`src/rtl/core/assert_macros.svh`:
```
// Assertion macros shared by the RTL of the UTF-8 stream validator.
`ifndef ASSERT_MACROS_SVH
`define ASSERT_MACROS_SVH

// Same-cycle implication, ignored while reset is high
`define USV_ASSERT_IMP(label, clk, rst, ante, cons) \
   label: assert property (@(posedge clk) disable iff (rst) (ante) |-> (cons)) \
      else $error("assertion failed: same-cycle implication");

// Next-cycle implication, ignored while reset is high
`define USV_ASSERT_NXT(label, clk, rst, ante, cons) \
   label: assert property (@(posedge clk) disable iff (rst) (ante) |=> (cons)) \
      else $error("assertion failed: next-cycle implication");

`endif

```
`src/rtl/core/usv_pkg.sv`:
```
// Constants and types for the UTF-8 stream validator.
package usv_pkg;

   localparam int unsigned BYTE_W = 8;
   localparam int unsigned CP_W   = 21;

   typedef logic [BYTE_W-1:0] byte_type;
   typedef logic [CP_W-1:0]   cp_type;
   typedef logic [1:0]        count_type;

   // Lead byte ranges
   localparam byte_type ASCII_MAX  = 8'h7F;
   localparam byte_type LEAD2_MIN  = 8'hC2;
   localparam byte_type LEAD2_MAX  = 8'hDF;
   localparam byte_type LEAD3_MIN  = 8'hE0;
   localparam byte_type LEAD3_MAX  = 8'hEF;
   localparam byte_type LEAD4_MIN  = 8'hF0;
   localparam byte_type LEAD4_MAX  = 8'hF4;

   // Continuation byte pattern 10xxxxxx
   localparam logic [1:0] CONT_TAG = 2'b10;

   // Continuation counts per sequence length
   localparam count_type LEN_NONE = 2'd0;
   localparam count_type LEN_TWO  = 2'd1;
   localparam count_type LEN_THREE = 2'd2;
   localparam count_type LEN_FOUR = 2'd3;

   // Code point limits
   localparam cp_type CP_MIN_THREE = 21'h000800;
   localparam cp_type CP_MIN_FOUR  = 21'h010000;
   localparam cp_type SURR_LOW     = 21'h00D800;
   localparam cp_type SURR_HIGH    = 21'h00DFFF;
   localparam cp_type CP_MAX       = 21'h10FFFF;

endpackage

```
`src/rtl/core/utf8_stream_validator.sv`:
```
// UTF-8 stream validator: byte-wide input register, check logic and verdict register.
//
//   channel  dir  payload                               handshake
//   req_     in   tdata[7:0] data byte, tlast final     tvalid/tready
//   rsp_     out  tdata[0] string verdict, [7:1] zero   tvalid/tready
//
// One word is taken per cycle while no final word waits on a stalled verdict register.
// The decode of one word against the sequence state sits between the input
// register and the verdict register, so the state loop sets the rate of one word a cycle.
// Synchronous active-high reset clears the sequence state and both valid flags.
// A stalled verdict holds only a final word in the input register; other words flow on.
module utf8_stream_validator (
   input  logic       clock,
   input  logic       reset,
   input  logic       req_tvalid,
   output logic       req_tready,
   input  logic [7:0] req_tdata,   // [7:0] data_byte
   input  logic       req_tlast,   // last_byte
   output logic       rsp_tvalid,
   input  logic       rsp_tready,
   output logic [7:0] rsp_tdata    // [0] string_valid, [7:1] zero
);
   import usv_pkg::*;

   `include "assert_macros.svh"

   logic      in_valid_ff, in_valid_in;
   byte_type  in_data_ff;
   logic      in_last_ff;

   count_type pend_ff, pend_in;
   count_type len_ff, len_in;
   cp_type    acc_ff, acc_in;
   logic      err_ff, err_in;

   logic      rsp_valid_ff, rsp_valid_in;
   logic      rsp_verdict_ff;

   logic      out_free;
   logic      advance;
   cp_type    acc_shift;
   count_type pend_dec;
   logic      verdict;

   // Result register can take a verdict this cycle
   assign out_free   = !rsp_valid_ff || rsp_tready;
   assign advance    = in_valid_ff && (!in_last_ff || out_free);
   assign req_tready = !in_valid_ff || advance;

   assign in_valid_in  = req_tvalid ? 1'b1 : (in_valid_ff && !advance);
   assign rsp_valid_in = out_free ? (advance && in_last_ff) : rsp_valid_ff;

   // Decode the word against the current sequence state
   always_comb begin
      pend_in   = pend_ff;
      len_in    = len_ff;
      acc_in    = acc_ff;
      err_in    = err_ff;
      acc_shift = {acc_ff[CP_W-7:0], in_data_ff[5:0]};
      pend_dec  = pend_ff - 2'd1;
      if (!err_ff) begin
         if (pend_ff == LEN_NONE) begin
            if (in_data_ff == 8'h00) begin
               err_in = 1'b1;
            end else if (in_data_ff <= ASCII_MAX) begin
               err_in = 1'b0;
            end else if (in_data_ff >= LEAD2_MIN && in_data_ff <= LEAD2_MAX) begin
               acc_in  = {16'd0, in_data_ff[4:0]};
               pend_in = LEN_TWO;
               len_in  = LEN_TWO;
            end else if (in_data_ff >= LEAD3_MIN && in_data_ff <= LEAD3_MAX) begin
               acc_in  = {17'd0, in_data_ff[3:0]};
               pend_in = LEN_THREE;
               len_in  = LEN_THREE;
            end else if (in_data_ff >= LEAD4_MIN && in_data_ff <= LEAD4_MAX) begin
               acc_in  = {18'd0, in_data_ff[2:0]};
               pend_in = LEN_FOUR;
               len_in  = LEN_FOUR;
            end else begin
               err_in = 1'b1;
            end
         end else if (in_data_ff[7:6] != CONT_TAG) begin
            err_in = 1'b1;
         end else begin
            acc_in  = acc_shift;
            pend_in = pend_dec;
            // Range checks once the sequence completes
            if (pend_dec == LEN_NONE) begin
               if ((len_ff == LEN_THREE && acc_shift < CP_MIN_THREE) ||
                   (len_ff == LEN_FOUR && acc_shift < CP_MIN_FOUR) ||
                   (acc_shift >= SURR_LOW && acc_shift <= SURR_HIGH) ||
                   (acc_shift > CP_MAX)) begin
                  err_in = 1'b1;
               end
            end
         end
      end
   end

   assign verdict = !err_in && (pend_in == LEN_NONE);

   // Input register
   always_ff @(posedge clock) begin
      if (reset) begin
         in_valid_ff <= 1'b0;
      end else begin
         in_valid_ff <= in_valid_in;
      end
      if (req_tvalid && req_tready) begin
         in_data_ff <= req_tdata;
         in_last_ff <= req_tlast;
      end
   end

   // Sequence state: advance per word, clear after the final word
   always_ff @(posedge clock) begin
      if (reset) begin
         pend_ff <= LEN_NONE;
         len_ff  <= LEN_NONE;
         acc_ff  <= '0;
         err_ff  <= 1'b0;
      end else if (advance) begin
         if (in_last_ff) begin
            pend_ff <= LEN_NONE;
            len_ff  <= LEN_NONE;
            acc_ff  <= '0;
            err_ff  <= 1'b0;
         end else begin
            pend_ff <= pend_in;
            len_ff  <= len_in;
            acc_ff  <= acc_in;
            err_ff  <= err_in;
         end
      end
   end

   // Verdict register
   always_ff @(posedge clock) begin
      if (reset) begin
         rsp_valid_ff <= 1'b0;
      end else begin
         rsp_valid_ff <= rsp_valid_in;
      end
      if (out_free && advance && in_last_ff) begin
         rsp_verdict_ff <= verdict;
      end
   end

   assign rsp_tvalid = rsp_valid_ff;
   assign rsp_tdata  = {7'd0, rsp_verdict_ff};

   // Checks
   `USV_ASSERT_IMP(a_pend_within_len, clock, reset,
      pend_ff != LEN_NONE, len_ff != LEN_NONE && pend_ff <= len_ff)
   `USV_ASSERT_NXT(a_state_clear_after_final, clock, reset,
      advance && in_last_ff, pend_ff == LEN_NONE && !err_ff && len_ff == LEN_NONE)
   `USV_ASSERT_NXT(a_final_waits_for_slot, clock, reset,
      in_valid_ff && in_last_ff && !out_free, in_valid_ff && in_last_ff)
   `USV_ASSERT_IMP(a_verdict_from_final, clock, reset,
      $rose(rsp_valid_ff), $past(advance && in_last_ff))

endmodule
```
`config.mk`:
```
export PLATFORM = sky130hd
export DESIGN_NAME = utf8_stream_validator
export DESIGN_NICKNAME = d
export VERILOG_FILES = /design/src/rtl/core/usv_pkg.sv /design/src/rtl/core/utf8_stream_validator.sv
export VERILOG_INCLUDE_DIRS = /design/src /design/src/rtl/core
export SDC_FILE = /design/constraint.sdc
export NUM_CORES = 1
export LEC_CHECK = 0
export BUFFER_PORTS_ARGS = -buffer_cell sky130_fd_sc_hd__buf_2
export CORE_AREA = 5 5 59 61
export CTS_BUF_LIST = sky130_fd_sc_hd__clkbuf_16
export DETAILED_ROUTE_END_ITERATION = 8
export DIE_AREA = 0 0 64 66
export HOLD_SLACK_MARGIN = 0.15
export PLACE_DENSITY = 0.91
export SLEW_MARGIN = 20
export SYNTH_ARGS = -nofsm -noshare
export SYNTH_HDL_FRONTEND = slang
export SYNTH_SLANG_ARGS = --single-unit
```
`constraint.sdc`:
```
create_clock -name clock -period 4.1 [get_ports clock]
set_input_delay 0.205 -clock clock [delete_from_list [all_inputs] [get_ports clock]]
set_output_delay 0.205 -clock clock [all_outputs]
set_load 0.05 [all_outputs]
```
Yosys cells after proc, flatten, opt, wreduce, memory -nomap -nowiden
Index checks and enable logic that the tools add are counted.
{ "op_classes": {"addsub": 1, "n_lt_le_gt_ge": 12, "eq_ne": 10, "muxes": 38, "n_reduce_logical": 32} }
{ "ops": {"columns": ["op", "n"], "rows": [
  ["two-way mux 15 bit", 9],
  ["two-way mux 2 bit", 17],
  [">= comparator 8 bit, second input constant", 3],
  ["<= comparator 8 bit, second input constant", 3],
  [">= comparator 21 x 16 -> 1 bit, second input constant", 1],
  ["greater-than comparator 21 bit, second input constant", 1],
  ["<= comparator 21 x 16 -> 1 bit, second input constant", 1],
  ["< comparator 21 x 12 -> 1 bit, second input constant", 1],
  ["< comparator 21 x 17 -> 1 bit, second input constant", 1],
  ["logical AND 1 bit", 13],
  ["two-way mux 1 bit", 12],
  ["AND reduction 6 bit", 2],
  ["inequality test 3 bit, second input constant", 3],
  ["<= comparator 8 x 7 -> 1 bit, second input constant", 1],
  ["zero test 8 bit", 1],
  ["inequality test 2 bit, second input constant", 4],
  ["zero test 2 bit", 3],
  ["logical OR 1 bit", 6],
  ["zero test 1 bit", 5],
  ["inequality test 5 x 2 -> 1 bit, second input constant", 1],
  ["== test 2 bit, second input constant", 2],
  ["nonzero test 4 bit", 1],
  ["nonzero test 2 bit", 1],
  ["subtractor 2 x 1 -> 2 bit, second input constant", 1]
]} }
{ "totals": {"ff_bits": 32, "out_inout_bits": 10, "word_cells": 102} }

Depth between registers and ports, before layout
{ "depth": {"depth_word": 12, "mapped_depth": 9, "ltp_nobuf": 7} }

Least setup slack after synthesis
Ideal clock, no wire load.
{ "synth_path": {"path_type": "register to register", "startpoint": "register pend_ff[0]", "endpoint": "register acc_ff[6]", "arrival_time_ps": 1911, "t_required_ps": 4029, "path_slack_ps": 2119, "path_stages_with_launch": 9, "period_less_slack_ps": 1981, "cell_sequence": "dfxtp_1 > inv_1 > ha_1 > clkbuf_1 > o31a_1 > a211o_1 > buf_2 > or4b_1 > a21oi_1"} }
{ "synth_via": {"elab_chain_len": 4, "elab_cells_between_ends": 9, "classes_between": "4 x eq/ne; 3 x mux; 2 x reduce/logical"} }
{ "synth_lines": {"columns": ["item", "line_no", "rtl"], "rows": [
  ["from (decl)", "utf8_stream_validator.sv:31", "count_type pend_ff, pend_in;"],
  ["from (signal assigned)", "utf8_stream_validator.sv:129", "pend_ff <= pend_in;"],
  ["zero test 2 bit *", "utf8_stream_validator.sv:62", "if (pend_ff == LEN_NONE) begin"],
  ["branches (longest 3 deep; another with AND reduction 6 bit)", null, null],
  ["to (signal assigned)", "utf8_stream_validator.sv:131", "acc_ff <= acc_in;"],
  ["to (decl)", "utf8_stream_validator.sv:33", "cp_type acc_ff, acc_in;"]
]} }
Every way passes the cells marked *. The select of a mux whose other input is x is not followed.
A chain may end at the register's enable or synchronous reset.

Worst setup path in the final report
{ "layout_path": {"startpoint": "register in_last_ff", "endpoint": "register acc_ff[3]"} }
{ "layout_via": {"elab_chain_len": 4, "elab_cells_between_ends": 10, "classes_between": "5 x eq/ne; 1 x mux; 4 x reduce/logical"} }
{ "layout_lines": {"columns": ["item", "line_no", "rtl"], "rows": [
  ["from (decl)", "utf8_stream_validator.sv:29", "logic in_last_ff;"],
  ["from (signal assigned)", "utf8_stream_validator.sv:111", "in_last_ff <= req_tlast;"],
  ["branches (longest 4 deep; another with AND reduction 6 bit)", null, null]
]} }
Parallel ways; which one is timed is not known.

==> results.py <==
metrics = {
    "worst_setup_path": {
        "crit_chain": "inv_1, o21ai_0, a211o_1, or4b_1, a21oi_1",
        "r2r-end": "acc_ff[3]",
        "endpoint_kind": "register",
        "start_kind": "register",
        "r2r-start": "in_last_ff",
        "cp.required_ns": 4.31,
        "r2r_cells": 5,
        "slowest_delay_ns": 0.63,
        "critical_path_class": "register to register",
        "rrSetupSlack_ns": 1.53,
        "critical-path-slowest-cell": "a211o_1",
        "crit_arrival_ns": 2.78,
        "cp_max_fo": 30,
    },
    "logic_synthesis": {
        "synthDistinctLibCells": 42,
        "synth_commonest_cells": "dfxtp_1 (22), a21oi_1 (19), nand3_1 (19)",
        "netlist.top_cell.by_area": "dfxtp_1",
        "yosysMostFrequentCell": "dfxtp_1",
        "synthTopCellsByArea": "dfxtp_1 (27%), edfxtp_1 (18%), or4b_1 (6.1%)",
        "synth.avg_cell_area_um2": 9.18,
        "synth_top_area_share_pct": 26.7,
        "synth_async_sr_flop_share_pct": 0,
        "ys_seq_elements": 32,
        "syn_area_um2": 1650,
        "synth-edff-count": 10,
        "ys.flop_type": "dfxtp_1",
        "synth_seq_area_share_pct": 44.8,
        "synth_warnings": 0,
        "synthCells": 180,
    },
    "global_route": {
        "grt_pass1_vias": 1315,
        "grt_max_degree": 31,
        "grt-ovfl-total": 0,
        "grt_pass1_wl_mm": 6.15,
        "grt_util_all_layers_pct": 18.8,
        "antenna_found_initial": 0,
    },
    "run_status": {
        "status": "complete, no violations",
    },
    "sta": {
        "fmax_mhz": 389,
        "finalSetupViolCount": 0,
        "fin_crit_sh_pct": 62.6,
        "worst_pin_slew_ns": 0.908,
        "drv_slew": 0,
        "skew_ns": 0.00403,
        "min_period_ns": 2.57,
        "rsz0062_at_grt": "false",
        "max_slew_margin_pct": 39.2,
        "tns_ns": 0,
        "finalHoldViolations": 0,
    },
    "clocking": {
        "cts_tree": "built",
        "cts-root-buf": "clkbuf_16",
        "clk_pin_slew_ns": 0.05,
        "cts_resized": 0,
        "htree_levels": 2,
        "cts_max_path_buffers": 2,
        "clkSinkCount": 32,
        "clk_latency_ns": 0.28,
        "cts_hold_buf": 9,
        "cts_buffers": 5,
        "cts_setup_buffers": 0,
    },
    "flow_run": {
        "drv_cap": 0,
    },
    "floorplanning": {
        "die_h_um": 66,
        "core-area_um2": 2930,
        "start_util_pct": 56.4,
        "die_w_um": 64,
        "die_area_um2": 4220,
        "io_pins": 23,
        "num_rows": 20,
    },
    "cells_and_area": {
        "n_antenna_cell": 0,
        "area_growth_pct": 15.4,
        "fin_util_pct": 65.1,
        "drive_gt1_share_pct": 12.6,
        "final_nets": 212,
    },
    "route": {
        "remaining_drc_errors": 0,
        "vias_per_cell": 6.18,
        "first_iter_violations": 89,
        "drt-total-wl_mm": 3.66,
        "vias": 1427,
        "wire_per_inst_um": 15.8,
        "antenna_left": 0,
        "first_pass_iters": 5,
    },
    "pwr": {
        "cellPowerDensity_nw_per_um2": 399,
        "ir_worst_vdd_mv": 0.365,
        "p_leak_nw": 0.701,
        "power_uw": 761,
    },
    "min_path": {
        "holdPathStages": 3,
        "hold_class": "primary input to register",
        "min-delay-start": "req_tvalid",
        "whs_endpoint": "in_valid_ff",
    },
    "place": {
        "port_buffers": 15,
        "dp_hpwl_mm": 2.27,
        "routabilityCongestion": 0.958,
    },
}
power by group:
part | switching, mW | total [mW] | leakage, nW | internal [mW]
clock | 0.126 | 0.345 | 0.0762 | 0.219
sequential | 0.0110 | 0.347 | 0.275 | 0.336
combinational | 0.0460 | 0.0685 | 0.350 | 0.0224
total | 0.184 | 0.761 | 0.701 | 0.577
metal layers:
metal	global-route usage, %	wire length, um
met5	0	0
met4	8.57	89
met3	6.12	308
met2	31.3	1810
met1	21.9	1450
final cells by class:
type / instances / area (um^2)
clock inverter: 3 / 12.5
tap: 33 / 41.3
sequential: 32 / 741
timing repair buffer: 24 / 165
fill: 219 / 1020
inverter: 10 / 37.5
clock buffer: 5 / 125
multi-input combinational: 124 / 783
state kept, by name, indices dropped and copies added, names as in the netlist:
| register | cells |
|---|---|
| in_valid_ff | 1 |
| err_ff | 1 |
| rsp_tvalid | 1 |
| in_last_ff | 1 |
| rsp_verdict_ff | 1 |
| acc_ff | 15 |
| in_data_ff | 8 |
| len_ff | 2 |
| pend_ff | 2 |
kinds of logic after synthesis:
group / after synthesis / share of synthesized area (%)
multiplexers: 2 / 1.36
adder cells (fa/ha/maj): 2 / 1.51
buffers and inverters: 30 / 9.09
flip-flops: 32 / 44.8
other: 1 / 0.227
AND/OR/NAND/NOR: 63 / 23.9
AO/OA/AOI/OAI: 50 / 19.0
worst max-delay path: cells and delay by family, from the launching register on:
family          cells  cell delay, ns
compound gates      3            1.04
buf+inv             1            0.24
flops               1            0.61
simple gates        1            0.60
worst max path at each step:
stage,endpoint,startpoint,depth (start not counted)
after global placement,acc_ff[3],in_last_ff,5
after floorplan,acc_ff[6],pend_ff[0],8
after CTS,acc_ff[3],in_last_ff,5
after detailed placement,acc_ff[3],in_last_ff,5
after global routing,acc_ff[12],pend_ff[0],6
final,acc_ff[3],in_last_ff,5
per-stage QoR:
step	cell area [um^2]	setup WS (ns)	hold slack [ns]	cells
6_report	1910	1.53	0.214	231
5_1_grt	1910	1.30	0.242	231
4_1_cts	1910	1.56	0.214	231
3_5_place_dp	1680	1.56	0.384	214
3_3_place_gp	1680	1.63	0.381	214
2_1_floorplan	1670	2.12	0.304	186
layout by cell type, fill, tap and decap left out, types with 2 or more instances in the layout:
cell type,n
a21oi_1,19
nor2_1,5
nor3_1,2
nand2_1,6
o21a_1,2
conb_1,7
o21ai_0,11
ha_1,2
clkbuf_16,5
a22o_1,2
a31oi_1,2
nor4_1,3
buf_2,15
nand3_1,19
o2111a_1,2
edfxtp_1,10
dfxtp_1,22
mux2_2,2
nor2b_1,3
dlygate4sd3_1,9
and3_1,2
or3b_1,3
inv_1,12
nand2b_1,2
or4_1,3
or4b_1,10
o31ai_1,2
No activity file was read; power rests on OpenSTA's default activity.
